$ cat src/hdl/sdspi_pkg.sv
// ----------------------------------------------------------------------------
// SD SPI command engine package
// Shared constants, codes and a helper function for the command sequencer.
// ----------------------------------------------------------------------------
package sdspi_pkg;

    // Longest response that is ever collected, in bytes.
    localparam int unsigned RESP_BYTES_MAX = 5;
    localparam int unsigned RESP_W         = 8 * RESP_BYTES_MAX;

    // Input transfer layout (tdata, lowest bit first).
    localparam int unsigned IN_DATA_W  = 56;
    // Output transfer layout (tdata, lowest bit first).
    localparam int unsigned OUT_DATA_W = 56;

    // Configuration port.
    localparam int unsigned CFG_ADDR_W = 3;
    localparam logic        REG_POLL_LIMIT = 1'b0;
    localparam logic [7:0]  POLL_LIMIT_RESET = 8'd64;

    // Input selector codes.
    localparam logic FUNC_START    = 1'b0;
    localparam logic FUNC_EXCHANGE = 1'b1;

    // Frame bytes.
    localparam logic [7:0] CMD_START_BITS = 8'h40;
    localparam logic [7:0] CMD_CRC_BYTE   = 8'h95;
    localparam logic [7:0] IDLE_BYTE      = 8'hFF;
    localparam logic [7:0] MAX_POLLS      = 8'hFF;

    // Response kinds.
    localparam logic [2:0] KIND_NONE    = 3'd0;
    localparam logic [2:0] KIND_R1      = 3'd1;
    localparam logic [2:0] KIND_R1_BUSY = 3'd2;
    localparam logic [2:0] KIND_R2      = 3'd3;
    localparam logic [2:0] KIND_R3      = 3'd4;

    // Number of response bytes for a response kind, capped at the maximum.
    function automatic logic [2:0] resp_len(input logic [2:0] kind);
        logic [2:0] n;
        case (kind)
            KIND_R1, KIND_R1_BUSY: n = 3'd1;
            KIND_R2:               n = 3'd2;
            KIND_R3:               n = 3'd5;
            default:               n = 3'd0;
        endcase
        if (n > 3'(RESP_BYTES_MAX)) begin
            n = 3'(RESP_BYTES_MAX);
        end
        return n;
    endfunction

endpackage

$ cat src/hdl/sd_spi_command_engine_unit.sv
// A transfer accepted into the input register moves on into the result register, and so
// onto the output, once the result register is empty or its result is being taken.
// Throughput: one transfer per cycle, sustained, whenever the output side is ready.
// The input register and the result register each hold one transfer, so the input
// takes one more transfer while a finished result waits, then stalls until it is taken.
// Reset (i_rst_n low, synchronous) empties both registers, idles the sequencer, limit 64.
// ----------------------------------------------------------------------------
// SD card SPI-mode command sequencer
// Sends the six-byte command frame, polls for the response token, collects
// the response bytes and waits out a busy card, one byte exchange per transfer.
// ----------------------------------------------------------------------------
module sd_spi_command_engine_unit (
    input  logic                                 i_clk,
    input  logic                                 i_rst_n,
    // Command and exchange stream
    input  logic                                 s_axis_tvalid,
    output logic                                 s_axis_tready,
    // [5:0] cmd_index, [37:6] cmd_arg, [40:38] resp_kind, [48:41] rx_byte
    input  logic [sdspi_pkg::IN_DATA_W-1:0]      s_axis_tdata,
    // [0] func
    input  logic                                 s_axis_tuser,
    // Result stream
    output logic                                 m_axis_tvalid,
    input  logic                                 m_axis_tready,
    // [7:0] tx_byte, [8] exchange, [9] chip_select, [10] done_res, [11] ok,
    // [51:12] response
    output logic [sdspi_pkg::OUT_DATA_W-1:0]     m_axis_tdata,
    // Configuration port
    input  logic                                 psel,
    input  logic                                 penable,
    input  logic                                 pwrite,
    input  logic [sdspi_pkg::CFG_ADDR_W-1:0]     paddr,
    input  logic [31:0]                          pwdata,
    output logic [31:0]                          prdata,
    output logic                                 pready
);

    // Sequencer phases, one-hot.
    typedef enum logic [5:0] {
        PH_IDLE    = 6'b000001,
        PH_SEND    = 6'b000010,
        PH_POLL    = 6'b000100,
        PH_COLLECT = 6'b001000,
        PH_BUSY    = 6'b010000,
        PH_FINAL   = 6'b100000
    } t_phase;

    // ------------------------------------------------------------------------
    // Configuration register. The register index is paddr[2]; only index zero
    // exists, higher addresses read as zero and ignore writes.
    // ------------------------------------------------------------------------
    logic [7:0] r_poll_limit;
    logic       cfg_wr;

    assign pready = 1'b1;
    assign cfg_wr = psel && penable && pwrite;

    always_ff @(posedge i_clk) begin
        if (!i_rst_n) begin
            r_poll_limit <= sdspi_pkg::POLL_LIMIT_RESET;
        end else if (cfg_wr && paddr[2] == sdspi_pkg::REG_POLL_LIMIT) begin
            r_poll_limit <= pwdata[7:0];
        end
    end

    assign prdata = (paddr[2] == sdspi_pkg::REG_POLL_LIMIT) ? {24'd0, r_poll_limit} : 32'd0;

    // ------------------------------------------------------------------------
    // Handshake. The result register moves when it is empty or being taken;
    // the input register moves when it is empty or can hand on its transfer.
    // ------------------------------------------------------------------------
    logic r_in_valid;
    logic r_out_valid;
    logic out_ready;
    logic advance;

    assign out_ready     = !r_out_valid || m_axis_tready;
    assign advance       = r_in_valid && out_ready;
    assign s_axis_tready = !r_in_valid || out_ready;
    assign m_axis_tvalid = r_out_valid;

    // Input register: payload only, no reset needed.
    logic        r_in_func;
    logic [5:0]  r_in_idx;
    logic [31:0] r_in_arg;
    logic [2:0]  r_in_kind;
    logic [7:0]  r_in_rx;

    always_ff @(posedge i_clk) begin
        if (!i_rst_n) begin
            r_in_valid <= 1'b0;
        end else if (s_axis_tready) begin
            r_in_valid <= s_axis_tvalid;
        end
    end

    always_ff @(posedge i_clk) begin
        if (s_axis_tvalid && s_axis_tready) begin
            r_in_func <= s_axis_tuser;
            r_in_idx  <= s_axis_tdata[5:0];
            r_in_arg  <= s_axis_tdata[37:6];
            r_in_kind <= s_axis_tdata[40:38];
            r_in_rx   <= s_axis_tdata[48:41];
        end
    end

    // ------------------------------------------------------------------------
    // Sequencer state. It is updated only when the transfer in the input
    // register moves into the result register.
    // ------------------------------------------------------------------------
    t_phase                    r_phase,    n_phase;
    logic [31:0]               r_cmd_arg,  n_cmd_arg;
    logic [2:0]                r_byte_cnt, n_byte_cnt;
    logic [7:0]                r_poll_cnt, n_poll_cnt;
    logic [2:0]                r_kind,     n_kind;
    logic [sdspi_pkg::RESP_W-1:0] r_resp,  n_resp;

    // Result fields.
    logic [7:0]                   res_tx;
    logic                         res_exch;
    logic                         res_cs;
    logic                         res_done;
    logic                         res_ok;
    logic [sdspi_pkg::RESP_W-1:0] res_resp;

    logic [2:0] len;
    logic [2:0] send_cnt;
    logic [7:0] poll_next;

    assign len       = sdspi_pkg::resp_len(r_kind);
    assign send_cnt  = r_byte_cnt + 3'd1;
    assign poll_next = (r_poll_cnt < sdspi_pkg::MAX_POLLS) ? r_poll_cnt + 8'd1 : r_poll_cnt;

    always_comb begin
        n_phase    = r_phase;
        n_cmd_arg  = r_cmd_arg;
        n_byte_cnt = r_byte_cnt;
        n_poll_cnt = r_poll_cnt;
        n_kind     = r_kind;
        n_resp     = r_resp;

        // Most exchanges keep the card selected and clock out an idle byte.
        res_tx   = sdspi_pkg::IDLE_BYTE;
        res_exch = 1'b1;
        res_cs   = 1'b1;
        res_done = 1'b0;
        res_ok   = 1'b0;
        res_resp = '0;

        if (r_in_func == sdspi_pkg::FUNC_START) begin
            // A start abandons whatever command was running.
            n_cmd_arg  = r_in_arg;
            n_kind     = r_in_kind;
            n_byte_cnt = 3'd0;
            n_poll_cnt = 8'd0;
            n_resp     = '0;
            n_phase    = PH_SEND;
            res_tx     = sdspi_pkg::CMD_START_BITS | {2'b00, r_in_idx};
        end else begin
            unique case (r_phase)
                PH_SEND: begin
                    if (r_byte_cnt < 3'd4) begin
                        // Argument bytes, most significant first.
                        n_byte_cnt = send_cnt;
                        case (send_cnt)
                            3'd1:    res_tx = r_cmd_arg[31:24];
                            3'd2:    res_tx = r_cmd_arg[23:16];
                            3'd3:    res_tx = r_cmd_arg[15:8];
                            default: res_tx = r_cmd_arg[7:0];
                        endcase
                    end else if (r_byte_cnt == 3'd4) begin
                        n_byte_cnt = 3'd5;
                        res_tx     = sdspi_pkg::CMD_CRC_BYTE;
                    end else begin
                        n_phase    = PH_POLL;
                        n_poll_cnt = 8'd0;
                    end
                end
                PH_POLL: begin
                    n_poll_cnt = poll_next;
                    if (r_in_rx[7] && poll_next < r_poll_limit) begin
                        // Still no response token; keep polling.
                    end else if (poll_next >= r_poll_limit) begin
                        // Out of polls, even if the token came on the last one.
                        n_phase  = PH_IDLE;
                        res_exch = 1'b0;
                        res_cs   = 1'b0;
                        res_done = 1'b1;
                    end else if (len == 3'd0) begin
                        n_phase  = PH_IDLE;
                        res_exch = 1'b0;
                        res_cs   = 1'b0;
                        res_done = 1'b1;
                        res_ok   = 1'b1;
                    end else begin
                        n_resp     = {{(sdspi_pkg::RESP_W-8){1'b0}}, r_in_rx};
                        n_byte_cnt = 3'd1;
                        n_phase    = PH_COLLECT;
                    end
                end
                PH_COLLECT: begin
                    if (r_byte_cnt < len) begin
                        n_resp     = {r_resp[sdspi_pkg::RESP_W-9:0], r_in_rx};
                        n_byte_cnt = send_cnt;
                    end else if (r_kind == sdspi_pkg::KIND_R1_BUSY) begin
                        n_phase = PH_BUSY;
                    end else begin
                        // The byte just received is the trailing byte.
                        n_phase  = PH_IDLE;
                        res_exch = 1'b0;
                        res_cs   = 1'b0;
                        res_done = 1'b1;
                        res_ok   = 1'b1;
                        res_resp = r_resp;
                    end
                end
                PH_BUSY: begin
                    // The card holds the line low while busy.
                    if (r_in_rx == sdspi_pkg::IDLE_BYTE) begin
                        n_phase = PH_FINAL;
                    end
                end
                PH_FINAL: begin
                    n_phase  = PH_IDLE;
                    res_exch = 1'b0;
                    res_cs   = 1'b0;
                    res_done = 1'b1;
                    res_ok   = 1'b1;
                    res_resp = r_resp;
                end
                default: begin
                    // Exchange reports while idle are answered and ignored.
                    n_phase  = PH_IDLE;
                    res_exch = 1'b0;
                    res_cs   = 1'b0;
                end
            endcase
        end
    end

    always_ff @(posedge i_clk) begin
        if (!i_rst_n) begin
            r_phase    <= PH_IDLE;
            r_byte_cnt <= 3'd0;
            r_poll_cnt <= 8'd0;
            r_kind     <= sdspi_pkg::KIND_NONE;
            r_resp     <= '0;
        end else if (advance) begin
            r_phase    <= n_phase;
            r_byte_cnt <= n_byte_cnt;
            r_poll_cnt <= n_poll_cnt;
            r_kind     <= n_kind;
            r_resp     <= n_resp;
        end
    end

    // The argument is always loaded by a start before it is used.
    always_ff @(posedge i_clk) begin
        if (advance) begin
            r_cmd_arg <= n_cmd_arg;
        end
    end

    // ------------------------------------------------------------------------
    // Result register.
    // ------------------------------------------------------------------------
    logic [sdspi_pkg::OUT_DATA_W-1:0] r_out_data;

    always_ff @(posedge i_clk) begin
        if (!i_rst_n) begin
            r_out_valid <= 1'b0;
        end else if (out_ready) begin
            r_out_valid <= r_in_valid;
        end
    end

    always_ff @(posedge i_clk) begin
        if (advance) begin
            r_out_data <= {4'd0, res_resp, res_ok, res_done, res_cs, res_exch, res_tx};
        end
    end

    assign m_axis_tdata = r_out_data;

`ifndef SYNTHESIS
    // A success report always comes with the end of the command.
    a_ok_needs_done: assert property (@(posedge i_clk) disable iff (!i_rst_n)
        m_axis_tvalid && m_axis_tdata[11] |-> m_axis_tdata[10])
        else $error("ok reported without done");

    // A finished command releases the card and clocks nothing out.
    a_done_releases: assert property (@(posedge i_clk) disable iff (!i_rst_n)
        m_axis_tvalid && m_axis_tdata[10] |-> !m_axis_tdata[9] && !m_axis_tdata[8])
        else $error("done reported with select or exchange active");

    // An empty result register never blocks the input.
    a_accept_when_empty: assert property (@(posedge i_clk) disable iff (!i_rst_n)
        !m_axis_tvalid |-> s_axis_tready)
        else $error("input stalled with empty result register");

    // A transfer moved into the result register shows up on the next cycle.
    a_result_follows: assert property (@(posedge i_clk) disable iff (!i_rst_n)
        advance |=> m_axis_tvalid)
        else $error("result lost after advance");
`endif

endmodule
$ cat config.mk
export PLATFORM = sky130hd
export DESIGN_NAME = sd_spi_command_engine_unit
export DESIGN_NICKNAME = d
export VERILOG_FILES = /design/src/hdl/sdspi_pkg.sv /design/src/hdl/sd_spi_command_engine_unit.sv
export SDC_FILE = /design/constraint.sdc
export NUM_CORES = 1
export LEC_CHECK = 0
export BUFFER_PORTS_ARGS = -buffer_cell sky130_fd_sc_hd__clkbuf_2
export CORE_ASPECT_RATIO = 0.9
export CORE_UTILIZATION = 55
export DETAILED_ROUTE_END_ITERATION = 8
export GPL_ROUTABILITY_DRIVEN = 0
export GPL_TIMING_DRIVEN = 0
export PLACE_DENSITY = 0.89
export SETUP_SLACK_MARGIN = 0.15
export SLEW_MARGIN = 0
export SYNTH_ARGS = -nofsm -noshare
export SYNTH_HDL_FRONTEND = slang
export SYNTH_SLANG_ARGS = --single-unit
$ cat constraint.sdc
create_clock -name i_clk -period 4.7 [get_ports i_clk]
set_input_delay 0.705 -clock i_clk [delete_from_list [all_inputs] [get_ports i_clk]]
set_output_delay 0.705 -clock i_clk [all_outputs]
set_load 0.01 [all_outputs]
* After elaboration in Yosys (flattened, before gate mapping)
Cells that the tools add are included.
** Storage, ports and cells
- Flip-flop bits (word level) :: 203
- Bits of input ports :: 99
- Output and inout port bits :: 91
- Word-level logic and storage cells :: 128
** Operators by class
- Add/sub/neg operators :: 2
- Order comparisons :: 6
- Eq/ne operators :: 26
- Mux-type cells :: 56
- Bitwise logic cells :: 2
- Reduce and logical (&&, ||, !) cells :: 19
** Operators with widths (number)
- two-way mux 40 bit :: 7
- case mux 40 bit (2 select lines) :: 2
- two-way mux 8 bit :: 7
- two-way mux 6 bit :: 7
- two-way mux 3 bit :: 8
- inequality test 3 bit, second input constant :: 8
- case mux 6 bit (4 select lines) :: 1
- case mux 8 bit (3 select lines) :: 1
- case mux 3 bit (3 select lines) :: 2
- case mux 8 bit (2 select lines) :: 1
- two-way mux 1 bit :: 13
- equality test 3 x 2 -> 1 bit, second input constant :: 4
- AND reduction 6 bit :: 2
- case mux 1 bit (3 select lines) :: 3
- adder 8 x 1 -> 8 bit, second input constant :: 1
- equality test 8 bit, second input constant :: 1
- greater-or-equal comparator 8 bit :: 1
- < comparator 8 bit :: 1
- < comparator 8 bit, second input constant :: 1
- two-way mux 4 bit :: 2
- two-way mux 7 bit :: 1
- AND reduction 7 bit :: 1
- equality test 3 x 1 -> 1 bit, second input constant :: 2
- equality test 3 bit, second input constant :: 2
- other kinds (21) :: 32

* Logic depth before layout (Yosys ltp)
Gate-level depths: netlist of the first run.
- Depth in word-level cells :: 11
- Mapped depth :: 14
- Mapped depth without buffers :: 12

* Worst setup path after synthesis of the first run
Ideal clock, no wire load.
- Kind :: input to register
- Start :: input m_axis_tready
- End :: register r_phase[0]
- Library setup time :: 0.122 ns
- Arrival time :: 3.244 ns
- Required time :: 4.578 ns
- Path slack :: 1.334 ns
- Stages on the path :: 8
- Cells stage by stage :: nor2b_1 > nand2b_1 > clkinv_1 > o211a_1 > o21ai_1 > clkbuf_1 > nor2_1 > a311o_1
** On the way
- Cells in the longest elaborated chain, start to end :: 3
** RTL lines
- start: declaration :: line sd_spi_command_engine_unit.sv:24 : input logic m_axis_tready,
- logical OR 1 bit :: line sd_spi_command_engine_unit.sv:77 : assign out_ready = !r_out_valid || m_axis_tready;
- logical AND 1 bit :: line sd_spi_command_engine_unit.sv:78 : assign advance = r_in_valid && out_ready;
- via advance :: line sd_spi_command_engine_unit.sv:75 : logic advance;
- AND reduction 6 bit (no line)
- end signal: assignment :: line sd_spi_command_engine_unit.sv:249 : r_phase <= n_phase;
- end: declaration :: line sd_spi_command_engine_unit.sv:111 : t_phase r_phase, n_phase;
The timed path passes the listed nets, and every way through them passes these cells.
A chain may end at the register's enable or synchronous reset.

* Worst setup path after layout of the first run
- Start :: register r_poll_cnt[3]
- End :: register r_resp[26] (netlist bit)
** On the way
- Cells in the longest elaborated chain, start to end :: 6
** RTL lines
- start: declaration :: line sd_spi_command_engine_unit.sv:114 : logic [7:0] r_poll_cnt, n_poll_cnt;
- start signal: assignment :: line sd_spi_command_engine_unit.sv:251 : r_poll_cnt <= n_poll_cnt;
- adder 8 x 1 -> 8 bit / < comparator 8 bit (equally long branches) :: line sd_spi_command_engine_unit.sv:132 : assign poll_next = (r_poll_cnt < sdspi_pkg::MAX_POLLS) ? r_poll_cnt + 8'd1 : r_poll_cnt;
- two-way mux 8 bit * :: line sd_spi_command_engine_unit.sv:132
- < comparator 8 bit :: line sd_spi_command_engine_unit.sv:181 : if (r_in_rx[7] && poll_next < r_poll_limit) begin
- logical AND 1 bit :: line sd_spi_command_engine_unit.sv:181
- inequality test 3 bit (no line)
- AND reduction 6 bit (no line) *
- end signal: assignment :: line sd_spi_command_engine_unit.sv:253 : r_resp <= n_resp;
- end: declaration :: line sd_spi_command_engine_unit.sv:116 : logic [sdspi_pkg::RESP_W-1:0] r_resp, n_resp;
Every way passes the cells marked *; elsewhere a longest branch is shown, timed or not.

==> flow_results.org, run 1 <==
** Clocking
- Hold repair after CTS inserted 0 buffers.
- Once the clock tree was built, the setup fixing pass inserted 0 buffers.
- Clock H-tree levels :: 1
- After clock tree synthesis, the repair step resized 0 gates.
- TritonCTS created 20 clock buffers.
- Worst-path clk slew :: 0.06 ns
- The later pin in the worst-skew pair is clocked with a latency of 0.48 ns.
- Number of clock sinks :: 203
- The clock passes through at most 3 buffers.
- CTS tree :: done
- The cell sitting at the root of the clock tree is a clkbuf_16.

** Floorplanning
- The floorplan has 42 rows.
- Core area :: 0.0149 mm^2
- Die height :: 120 um
- During I/O placement, the number of pins put on the boundary was 190.
- Horizontal die dimension :: 133 um
- The floorplan step defined a die boundary enclosing 0.0160 mm^2.
- Starting density of the core :: 57.0%

** Global routing
- Vias in the first global route :: 5456
- Maximum number of pins on one net before global-route repair :: 56
- Antenna violations before repair :: 0
- Wire length of the first global-routing pass :: 26600 um
- Total global-route track usage :: 21.0%
- Final global-route overflow total :: 0

** Synth
- In the post-synthesis netlist, the biggest area contributors are edfxtp_1, dfxtp_1, nand2_1, mux2i_1, and2_1.
- Avg Synthesized Cell Area :: 11.9 um^2
- Cell taking the most area after synthesis :: edfxtp_1
- Yosys instantiated no cell more often than edfxtp_1.
- The netlist uses 63 different library cells.
- Cell area after technology mapping :: 0.00850 mm^2
- Counting flops with an async set or reset pin after synthesis yields a share of 0%.
- Total of flip-flops plus latches after synthesis :: 203
- The most used flip-flop cell after synthesis is edfxtp_1.
- Yosys warnings :: 0
- Of the post-synthesis cell area, the dominant cell type holds 47.0%.
- List of most frequent post-synthesis cells :: edfxtp_1, nand2_1, dfxtp_1, and2_1, nor2_1
- Of the synthesized area, sequential elements account for 63.5%.
- Post-synthesis instance total :: 716
- Post-synth EDFFs :: 133

** Pwr
- The worst-case IR drop observed on VDD is 0.000342 V.
- In this run the power spent charging and discharging nets is 0.807 mW.
- The share of total power dissipated in sequential elements is 52.0%.
- Power spread over the standard cell area amounts to 374 mW/mm^2.
- The internal power of the cells totals 3.01 mW.
- The share of total power dissipated in the clock network is 42.5%.
- The share of total power dissipated in combinational logic is 5.6%.
- Switching fraction of total power :: 21.1%
- The analysis attributes to cell leakage a power of 3.92 nW.

** Timing
- Final count of hold timing violations :: 0
- Fin crit period :: 3.62 ns
- Clock skew :: 0.00705 ns
- The max-slew violation count came to 0.
- Setup repair after global routing left no endpoint under its margin.
- Pin slew with the least headroom to its limit :: 0.944 ns
- Max Freq :: 276 MHz
- Setup violations remaining at the end of the flow were counted as 0.
- Headroom to the max-slew limit came out at 37.1%.
- Post-route fraction of the period consumed by the critical path :: 77.0%
- Setup total negative slack on the finished layout was measured at 0 ns.

** Worst setup path
- Top fanout value on the critical path :: 10
- The critical path in this run is classified as reg -> reg.
- The largest individual stage delay along the critical path comes from the cell mux2_2.
- Among the stages of the critical path, the cell type that occurs most often is a21oi_1.
- Worst reg2reg path depth :: 13
- Traced cell by cell, the critical path runs through clkbuf_1 -> nand4_1 -> nor3_2 -> mux2_2 -> ha_1 -> nor2b_1 -> o211ai_1 -> a21oi_1 -> o2111ai_1 -> a21oi_1 -> buf_4 -> buf_8 -> mux2i_1.
- In this run the critical register-to-register path is launched from r_poll_cnt[3].
- On the worst path, the slowest cell contributes a delay of 0.41 ns.
- The critical path crosses 13 cells after its start point.
- Together, buffers and inverters on the worst path number 3.
- Worst R2R End :: r_resp[26]
- Kind of cell adding the most delay to the critical path :: compound AO/OA/AOI/OAI gates
- Data on the critical path is required at its endpoint by 5.10 ns.
- Reg-to-reg slack, setup :: 1.08 ns
- Crit. End Element :: register
- Startpoint Class :: register
- At the worst endpoint, the arrival time is 4.02 ns.

** Place
- Post-place instance area :: 0.00953 mm^2
- Total half-perimeter wirelength after legalization and detailed placement :: 11500 um
- Input/output buffers :: 126

** Min path
- The worst hold path begins at s_axis_tdata[26].
- The tightest min-delay check is of the in -> reg type.
- Hold endpoint :: r_in_arg[20]
- Counting instances, the worst hold path has a depth of 1.

** Route
- DRT Pass-1 Iters :: 5
- Antenna violation net count after detailed routing :: 0
- After detailed routing, the number of vias per cell comes to 5.27.
- Wirelength, routed :: 16700 um
- Detailed-route wire length per cell :: 15.1 um
- Final routed DRC violation total :: 0
- Via count :: 5820
- 1st-iter DRT viols :: 423

** Finish
- Share of post-route cells with drive strength above 1 :: 23.9%
- The repair_antennas step left the layout with diodes totalling 0.
- Post-route cell area :: 0.0102 mm^2
- The area growth from synthesis to layout is 20.1%.
- Nets@finish :: 1009

** Flow run
- Max-cap violations in this run came to 0.

** Status
- The run finished with clean final reports.
==> cells in the final DEF (no fill, tap or decap), types with 17 or more instances in the layout <==
master	n
dfxtp_1	70
clkbuf_16	21
clkbuf_2	126
nor2_1	41
buf_4	32
and2_1	42
nand2_1	124
mux2i_1	38
conb_1	29
edfxtp_1	133
ha_1	17
clkbuf_1	26
a21oi_1	33
==> sequential cells by signal (all words and copies together), names as in the netlist <==
name / count
r_phase: 6
r_in_rx: 8
r_in_idx: 6
r_in_valid: 1
r_in_arg: 32
m_axis_tvalid: 1
r_byte_cnt: 3
r_cmd_arg: 32
r_in_func: 1
r_in_kind: 3
m_axis_tdata: 51
r_poll_limit: 8
r_resp: 40
r_poll_cnt: 8
r_kind: 3
==> worst max path at each step <==
stage | start | to | slack (ns)
finish | r_poll_cnt[3] | r_resp[26] | 1.08
global route | r_poll_cnt[3] | r_resp[18] | 0.81
CTS | r_poll_cnt[0] | r_resp[26] | 1.08
detailed placement | r_poll_cnt[0] | r_resp[7] | 1.14
global placement | m_axis_tready | r_phase[0] | 0.49
floorplan | m_axis_tready | r_phase[0] | 1.33
==> cell type report <==
class / count / area [um^2]
multi-input cells: 461 / 2770
plain buffers: 63 / 392
fillers: 1066 / 4710
inverters: 16 / 61.3
repair buffers: 128 / 671
clock inverters: 11 / 118
flip-flops and latches: 203 / 5400
clock buffers: 25 / 561
well taps: 198 / 248
==> metal layers <==
layer  share of wire (%)  routed length [um]  up-vias  track usage, %
met2                  49                8150      242            36.3
met4                 2.3                 377        0            7.18
met3                 6.6                1110       30            4.14
met5                   0                   0        -               0
met1                  42                7040     2699            26.4
li1                    -                   -     2849               -
==> kinds of logic after synthesis <==
| logic type | synth area share (%) |
|---|---|
| and+or+nand+nor | 15.1 |
| buffers and inverters | 5.31 |
| muxes | 4.74 |
| DFF | 63.5 |
| other | 0.0883 |
| AOI/OAI and AO/OA | 7.99 |
| adders and majority gates | 2.50 |
| xor gates and xnor gates | 0.824 |
==> stage by stage <==
stage               total power [mW]  hold WS, ns  util, %  cells  setup slack [ns]
finish                          3.82        0.391     68.4   1105              1.08
global route                    3.93        0.375     68.4   1105             0.811
CTS                             3.84        0.380     68.4   1105              1.08
detailed placement              2.24        0.405     63.9   1069              1.14
global placement                2.23        0.402     63.5   1067             0.493
floorplan                       2.15        0.400        -    743              1.33
==> power by group through the flow <==
stage / logic [mW] / clock network [mW] / registers, mW
finish: 0.212 / 1.62 / 1.99
global route: 0.232 / 1.71 / 1.99
CTS: 0.213 / 1.64 / 1.99
detailed placement: 0.212 / 0 / 2.02
global placement: 0.203 / 0 / 2.02
floorplan: 0.122 / 0 / 2.03
Power figures use the tool's default switching activity.
==> run 2: changes to the inputs <==
- CORE_UTILIZATION: 55 -> 54
- PLACE_DENSITY: 0.89 -> 0.88
- clock period: 4.7 -> 3.5 ns (I/O delays scaled with it)
==> run 2 against run 1 <==
- register-to-register slack worse by 0.93 ns
- combinational power is 36% higher
- die area is 1.8% higher
- largest power group unchanged
==> flow_results.org, run 2 (synthesized netlist as in run 1, its figures left out) <==
** Place
- Total half-perimeter wirelength after legalization and detailed placement :: 11900 um
- Input and output buffers added on the ports amount to 126.

** Clocking
- Clock H-tree levels :: 1
- Buffers inserted during clock tree synthesis total 21.
- Number of clock sinks :: 203
- Clock-pin slew was measured on the worst setup and hold paths at 0.07 ns.
- The clock reaches the later pin of the worst-skew pair after 0.49 ns.
- Hold repair after CTS inserted 0 buffers.
- In this run the deepest clock path goes through 3 buffers.
- TritonCTS built the clock tree.
- Cell chosen for the clock root :: clkbuf_16

** Finish
- Number of inserted filler cells in the final layout :: 1087
- Relative to the synthesized area, the layout overhead comes to 22.8%.
- The sequential cells in the finished layout cover a total of 0.00540 mm^2.
- Share of post-route cells with drive strength above 1 :: 26.5%
- Most frequent standard cell in the layout excluding fill and tap cells :: edfxtp_1
- # diodes :: 0
- Flip-flop count of the largest register after layout :: 51
- Nets@finish :: 1018
- Commonest non-fill, non-tap cells in the layout :: edfxtp_1, clkbuf_2, nand2_1
- Multi-input gate area :: 0.00284 mm^2

** Route
- In the routed layout, each cell is associated on average with a via count of 5.34.
- Once detail routing completed, the nets flagged for antenna violations numbered 0.
- DRT Pass-1 Iters :: 5
- Via count :: 5975
- 1st-iter DRT viols :: 458
- Wires add up to 18200 um.
- Detailed-route wire length per cell :: 16.2 um
- In the routed design, unresolved DRC markers number 0.

** Worst setup path
- The slowest stage of the critical path belongs to the cell a2111o_1.
- Critical path arrival :: 3.74 ns
- The startpoint identified for the worst register-to-register timing path is r_poll_cnt[0].
- In this run the critical register-to-register path is captured at r_resp[7].
- Worst Path Buf+Inv :: 1
- Data on the critical path is required at its endpoint by 3.89 ns.
- STA classifies the critical path endpoint as a register.
- Counting cells, the worst reg-to-reg path comes to 12.
- Startpoint Class :: register
- Top fanout value on the critical path :: 5
- Critical-path cell list :: ha_2 -> nand2_4 -> nor3_4 -> buf_6 -> nor2_1 -> xor2_1 -> ha_1 -> a21oi_2 -> a31o_2 -> o2111ai_4 -> a2111o_1 -> o32ai_2
- In this design, the largest share of critical-path delay is due to compound AO/OA/AOI/OAI gates.
- Critical path launch point :: r_poll_cnt[0]
- The worst setup path is of the reg -> reg kind.
- Reg-to-reg slack, setup :: 0.15 ns
- For this run, the slowest stage of the critical path takes 0.57 ns.

** Pwr
- Power spread over the standard cell area amounts to 513 mW/mm^2.
- Final Power :: 5.36 mW
- In this run, the combinational gates consume 5.4% of the power.
- Cell internal power was estimated by the tool at 4.23 mW.
- Switching fraction of total power :: 21.0%
- Sequential power share :: 49.7%
- For this design the static power due to leakage is 4.06 nW.
- The clock network is responsible for 44.9% of the overall power.
- Power spent charging and discharging nets :: 1.12 mW
- The worst-case IR drop observed on VDD is 0.000483 V.

** Min path
- Counting instances, the worst hold path has a depth of 1.
- Hold endpoint :: r_in_kind[1]
- Type of the most critical hold path :: in -> reg
- Hold path startpoint :: s_axis_tdata[39]

** Global routing
- Total global-route track usage :: 21.7%
- The via count of the first global-routing pass is 5675.
- The initial antenna violation count is 0.
- The first global-routing pass estimated 27300 um of wire.
- Final global-route overflow total :: 0
- Entering global routing, the biggest net connects 56 pins.

** Timing
- Pin slew with the least headroom to its limit :: 0.994 ns
- Worst hold-check slack :: 0.204 ns
- Post-route fraction of the period consumed by the critical path :: 95.8%
- Setup repair after global routing missed its margin :: yes
- The max-slew violation count came to 0.
- Setup Viol. Count Final :: 0
- Clock skew :: 0.00672 ns
- Fin crit period :: 3.35 ns
- Worst max-slew margin expressed relative to the limit :: 33.6%
- For this run, the top clock speed supported by timing is 298 MHz.
- The final count of hold timing violations is 0.

** Floorplanning
- Number of cell rows :: 43
- The die covers 0.0163 mm^2.
- Io pins :: 190
- The die is 121 um tall.
- The floorplan step set the die width to 134 um.
- Starting density of the core :: 55.3%
- The floorplan step defined a core boundary enclosing 0.0154 mm^2.

** Flow run
- Max cap viols :: 0

** Status
- The run finished with clean final reports.
-- run 2: cell count changes in the layout (fill, tap and decap cells not counted), sizes merged --
cell and change:
clkinvlp +2, clkbuf -4, bufinv +3, buf +9
-- run 2: stage by stage --
| stage | utilization (%) | setup TNS [ns] | cells | instance area, um^2 | worst slack [ns] |
|---|---|---|---|---|---|
| 2_1_floorplan | - | 0 | 743 | 8600 | 0.314 |
| 6_report | 67.9 | 0 | 1119 | 10400 | 0.148 |
| 5_1_grt | 67.9 | 0 | 1119 | 10400 | 0.0737 |
| 3_3_place_gp | 61.7 | -10.53 | 1071 | 9490 | -0.508 |
| 3_5_place_dp | 61.8 | -1.23 | 1072 | 9520 | -0.101 |
| 4_1_cts | 67.2 | 0 | 1113 | 10300 | 0.159 |
-- run 2: worst register-to-register path, delay by kind of cell, from the launching register on --
kind	cells	cell delay (ns)
AOI/OAI and AO/OA	5	1.57
xor gates and xnor gates	1	0.26
adders and majority gates	2	0.56
buffers and inverters	1	0.16
DFF	1	0.38
and+or+nand+nor	3	0.33
-- run 2: worst max path at each step --
stage,end,slack (ns),cells after the start
2_1_floorplan,r_phase[0],0.31,8
3_3_place_gp,r_phase[0],-0.51,9
3_5_place_dp,r_resp[7],-0.10,11
4_1_cts,r_resp[1],0.16,12
5_1_grt,r_resp[7],0.07,12
6_report,r_resp[7],0.15,12
-- run 2: cell type report --
cell class / instances / area share [%]
sequential: 203 / 51.7
timing repair buffer: 136 / 6.98
clock inverter: 16 / 2.19
inverter: 16 / 0.587
buffer: 63 / 3.86
multi-input combinational: 461 / 27.1
clock buffer: 22 / 5.07
tap: 202 / 2.42
-- run 2: per-layer routing --
| metal | vias to the layer above | wire, um | global-route usage (%) |
|---|---|---|---|
| met5 | - | 0 | 0 |
| met4 | 0 | 493 | 7.79 |
| met3 | 47 | 1280 | 3.84 |
| met2 | 276 | 8980 | 37.6 |
| met1 | 2802 | 7400 | 27.3 |
| li1 | 2850 | - | - |
-- run 2: repair_timing --
action                     4_1_cts  5_1_grt
buffers inserted                 3        6
pin swaps                        4       11
setup endpoints to repair       50       41
resized for setup                9       20
-- run 2: power by group through the flow --
stage | Clock, mW | Sequential, mW | Combinational, mW
detailed placement | 0 | 2.72 | 0.279
floorplan | 0 | 2.72 | 0.163
finish | 2.41 | 2.66 | 0.289
CTS | 2.43 | 2.67 | 0.286
global route | 2.53 | 2.67 | 0.316
global placement | 0 | 2.72 | 0.270
==> run 3: changes to the inputs <==
- CORE_UTILIZATION: 54 -> 55
- PLACE_DENSITY: 0.88 -> 0.89
- RECOVER_POWER: not set -> 50
- clock period: 3.5 -> 4.2 ns (I/O delays scaled with it)
==> run 3 against run 2 <==
- the run now ends with max-capacitance violations, max-slew violations left
- sequential share of layout area rose by 1.7 points
- wire length fell by 7.8%
- global-route usage fell by 0.67 points
- worst setup slack improved by 0.42 ns
- critical path type unchanged
- critical endpoint is now r_resp[26]
==> flow_results.org, run 3 (synthesized netlist as in run 1, its figures left out) <==
** Clocking
- Worst-Skew Late Latency :: 0.49 ns
- After clock tree synthesis, the flow added hold-fix buffers numbering 0.
- In this run the clock root is driven by a clkbuf_16.
- The number of setup buffers added after CTS is 0.
- Number of clock sinks :: 203
- Worst-path clk slew :: 0.07 ns
- PostCTS Resize Cnt :: 0
- TritonCTS built the clock tree.
- Total CTS buffers :: 20
- CTS built an H-tree with a depth of 1.
- In this run the deepest clock path goes through 3 buffers.

** Worst setup path
- STA puts the critical path data required time at 4.60 ns.
- On the critical path, the stage with the largest delay is an instance of mux2_2.
- The worst setup path is launched from a register.
- Crit. End Element :: register
- On the worst path, the slowest cell contributes a delay of 0.41 ns.
- Kind of cell adding the most delay to the critical path :: compound AO/OA/AOI/OAI gates
- In this run the critical register-to-register path is launched from r_poll_cnt[3].
- In this run the register-to-register setup slack is 0.57 ns.
- Of all nets on the critical path, the largest fanout is 10.
- Critical path arrival :: 4.03 ns
- Most frequent cell on the critical path :: a21oi_1
- Category of the most critical setup path :: reg -> reg
- The number of buffers and inverters on the critical path is 3.
- Traced cell by cell, the critical path runs through clkbuf_1 -> nand4_1 -> nor3_2 -> mux2_2 -> ha_1 -> nor2b_1 -> o211ai_1 -> a21oi_1 -> o2111ai_1 -> a21oi_1 -> buf_4 -> buf_8 -> mux2i_1.
- Tracing the worst setup path back leads to its startpoint at r_poll_cnt[3].

** Route
- Once detail routing completed, the nets flagged for antenna violations numbered 0.
- The first TritonRoute pass finished after 6 iterations.
- Detailed-route wire length per cell :: 15.1 um
- Detail-routed via count per cell :: 5.28
- 1st-iter DRT viols :: 441
- Wirelength, routed :: 16700 um
- In the routed design, unresolved DRC markers number 0.
- The final route contains 5829 vias.

** Floorplanning
- The floorplan step defined a die boundary enclosing 0.0160 mm^2.
- Die height :: 120 um
- 190 I/O pins were placed.
- The core region is 0.0149 mm^2.
- The initialized floorplan defines 42 standard-cell rows.
- Horizontal die dimension :: 133 um
- Starting density of the core :: 57.0%

** Finish
- Of the cells placed in the final design, the portion with a size suffix greater than 1 is 17.1%.
- The library cell used most frequently in the layout, excluding fill and tap cells, is edfxtp_1.
- Synthesis-to-finish area growth :: 18.8%
- The register with the most flip-flops in the layout has 51 of them.
- The net count of the finished layout is 1009.
- Cells fill 67.7% of the core in the end.
- # diodes :: 0
- The library cells used most frequently in the layout, excluding fill and tap cells, are edfxtp_1, nand2_1, clkbuf_1.
- After filler insertion, the fill cell instance count of the layout stands at 1112.

** Global routing
- For met1 alone, demand over resource in global routing was 26.4%.
- Global routing consumed, on the met3 layer, 4.14% of the routing resources.
- Wire length of the first global-routing pass :: 26600 um
- Global routing finished with a remaining overflow of 0.
- The global routing stage identified its most utilized layer as met2.
- Entering global routing, the biggest net connects 56 pins.
- Vias in the first global route :: 5456
- Global routing consumed, over all layers together, 21.0% of the routing resources.
- The initial antenna violation count came to 0.
- Global routing used 36.3% of the available met2 tracks.

** Timing
- The clock period could shrink to 3.63 ns.
- At the pin with the least slew margin, the transition time is 1.85 ns.
- Adding up every negative setup slack in the final design gives 0 ns.
- Final max-slew violation count :: 70
- Setup repair after global routing missed its margin :: no
- Worst max-slew margin expressed relative to the limit :: -23.2%
- Post-route fraction of the period consumed by the critical path :: 86.4%
- Final count of hold timing violations :: 0
- Setup Viol. Count Final :: 0
- For the final database, setup skew stands at 0.00866 ns.
- Max Freq :: 275 MHz

** Min path
- Type of the most critical hold path :: in -> reg
- Hold path startpoint :: s_axis_tdata[22]

** Pwr
- Final Power :: 4.27 mW
- Max IR drop VDD :: 0.000385 V
- Static Leakage :: 3.74 nW
- Power spread over the standard cell area amounts to 422 mW/mm^2.

** Place
- Total half-perimeter wirelength after legalization and detailed placement :: 11500 um
- Input/output buffers :: 126

** Flow run
- Max cap viols :: 2

** Status
- The final reports fail on max-capacitance violations, max-slew violations.
- The run finished, with violations left.
==> run 3: cell count changes in the layout (fill, tap and decap cells not counted), moves of 2 or more <==
cell        previous run  this run
dfxtp_1               65        70
clkinvlp_4             4         2
clkbuf_2             126        68
ha_1                  15        17
clkbuf_8               0         2
buf_4                 37        32
clkbuf_1              24        86
bufinv_16              5         2
a21oi_2                3         0
buf_6                  6         1
a21oi_1               30        33
dfxtp_2                4         0
==> run 3: worst reg2reg max path, delay by kind of cell (launching register included) <==
kind	cells	cell delay [ns]
AOI/OAI and AO/OA	4	0.89
adders and majority gates	1	0.29
buffers and inverters	3	0.67
DFF	1	0.30
muxes	2	0.67
and+or+nand+nor	3	0.72
==> run 3: worst paths after layout <==
path	cells past startpoint	endpoint
max	13	r_resp[26]
min reg2reg	0	r_cmd_arg[30]
min	1	r_in_arg[16]
max reg2reg	13	r_resp[26]
==> run 3: routing by layer <==
layer | routed length, um | up-vias | part of all wire, %
met2 | 8240 | 224 | 49
met3 | 1060 | 29 | 6.4
met1 | 7060 | 2732 | 42
met5 | 0 | - | 0
met4 | 372 | 0 | 2.2
li1 | - | 2844 | -
==> run 3: final cells by class <==
class	count	area, um^2	area share [%]
Clock buffer	25	561	5.55
Clock inverter	11	118	1.16
Tap cell	198	248	2.45
Buffer	63	392	3.88
Multi-Input combinational cell	461	2760	27.4
Timing Repair Buffer	128	566	5.60
Inverter	16	61.3	0.607
Sequential cell	203	5400	53.4
==> run 3: through the flow <==
stage	cell area (um^2)	hold slack, ns	std cells	worst slack (ns)
floorplan	8600	0.400	743	0.909
global placement	9480	0.402	1067	0.0682
detailed placement	9530	0.405	1069	0.641
CTS	10200	0.305	1105	0.583
global route	10100	0.300	1105	0.311
finish	10100	0.318	1105	0.570
==> run 3: power by group <==
part           switching (mW)  internal, mW
Combinational           0.138        0.0894
Sequential             0.0253          2.20
Clock                   0.738          1.08
Total                   0.901          3.37
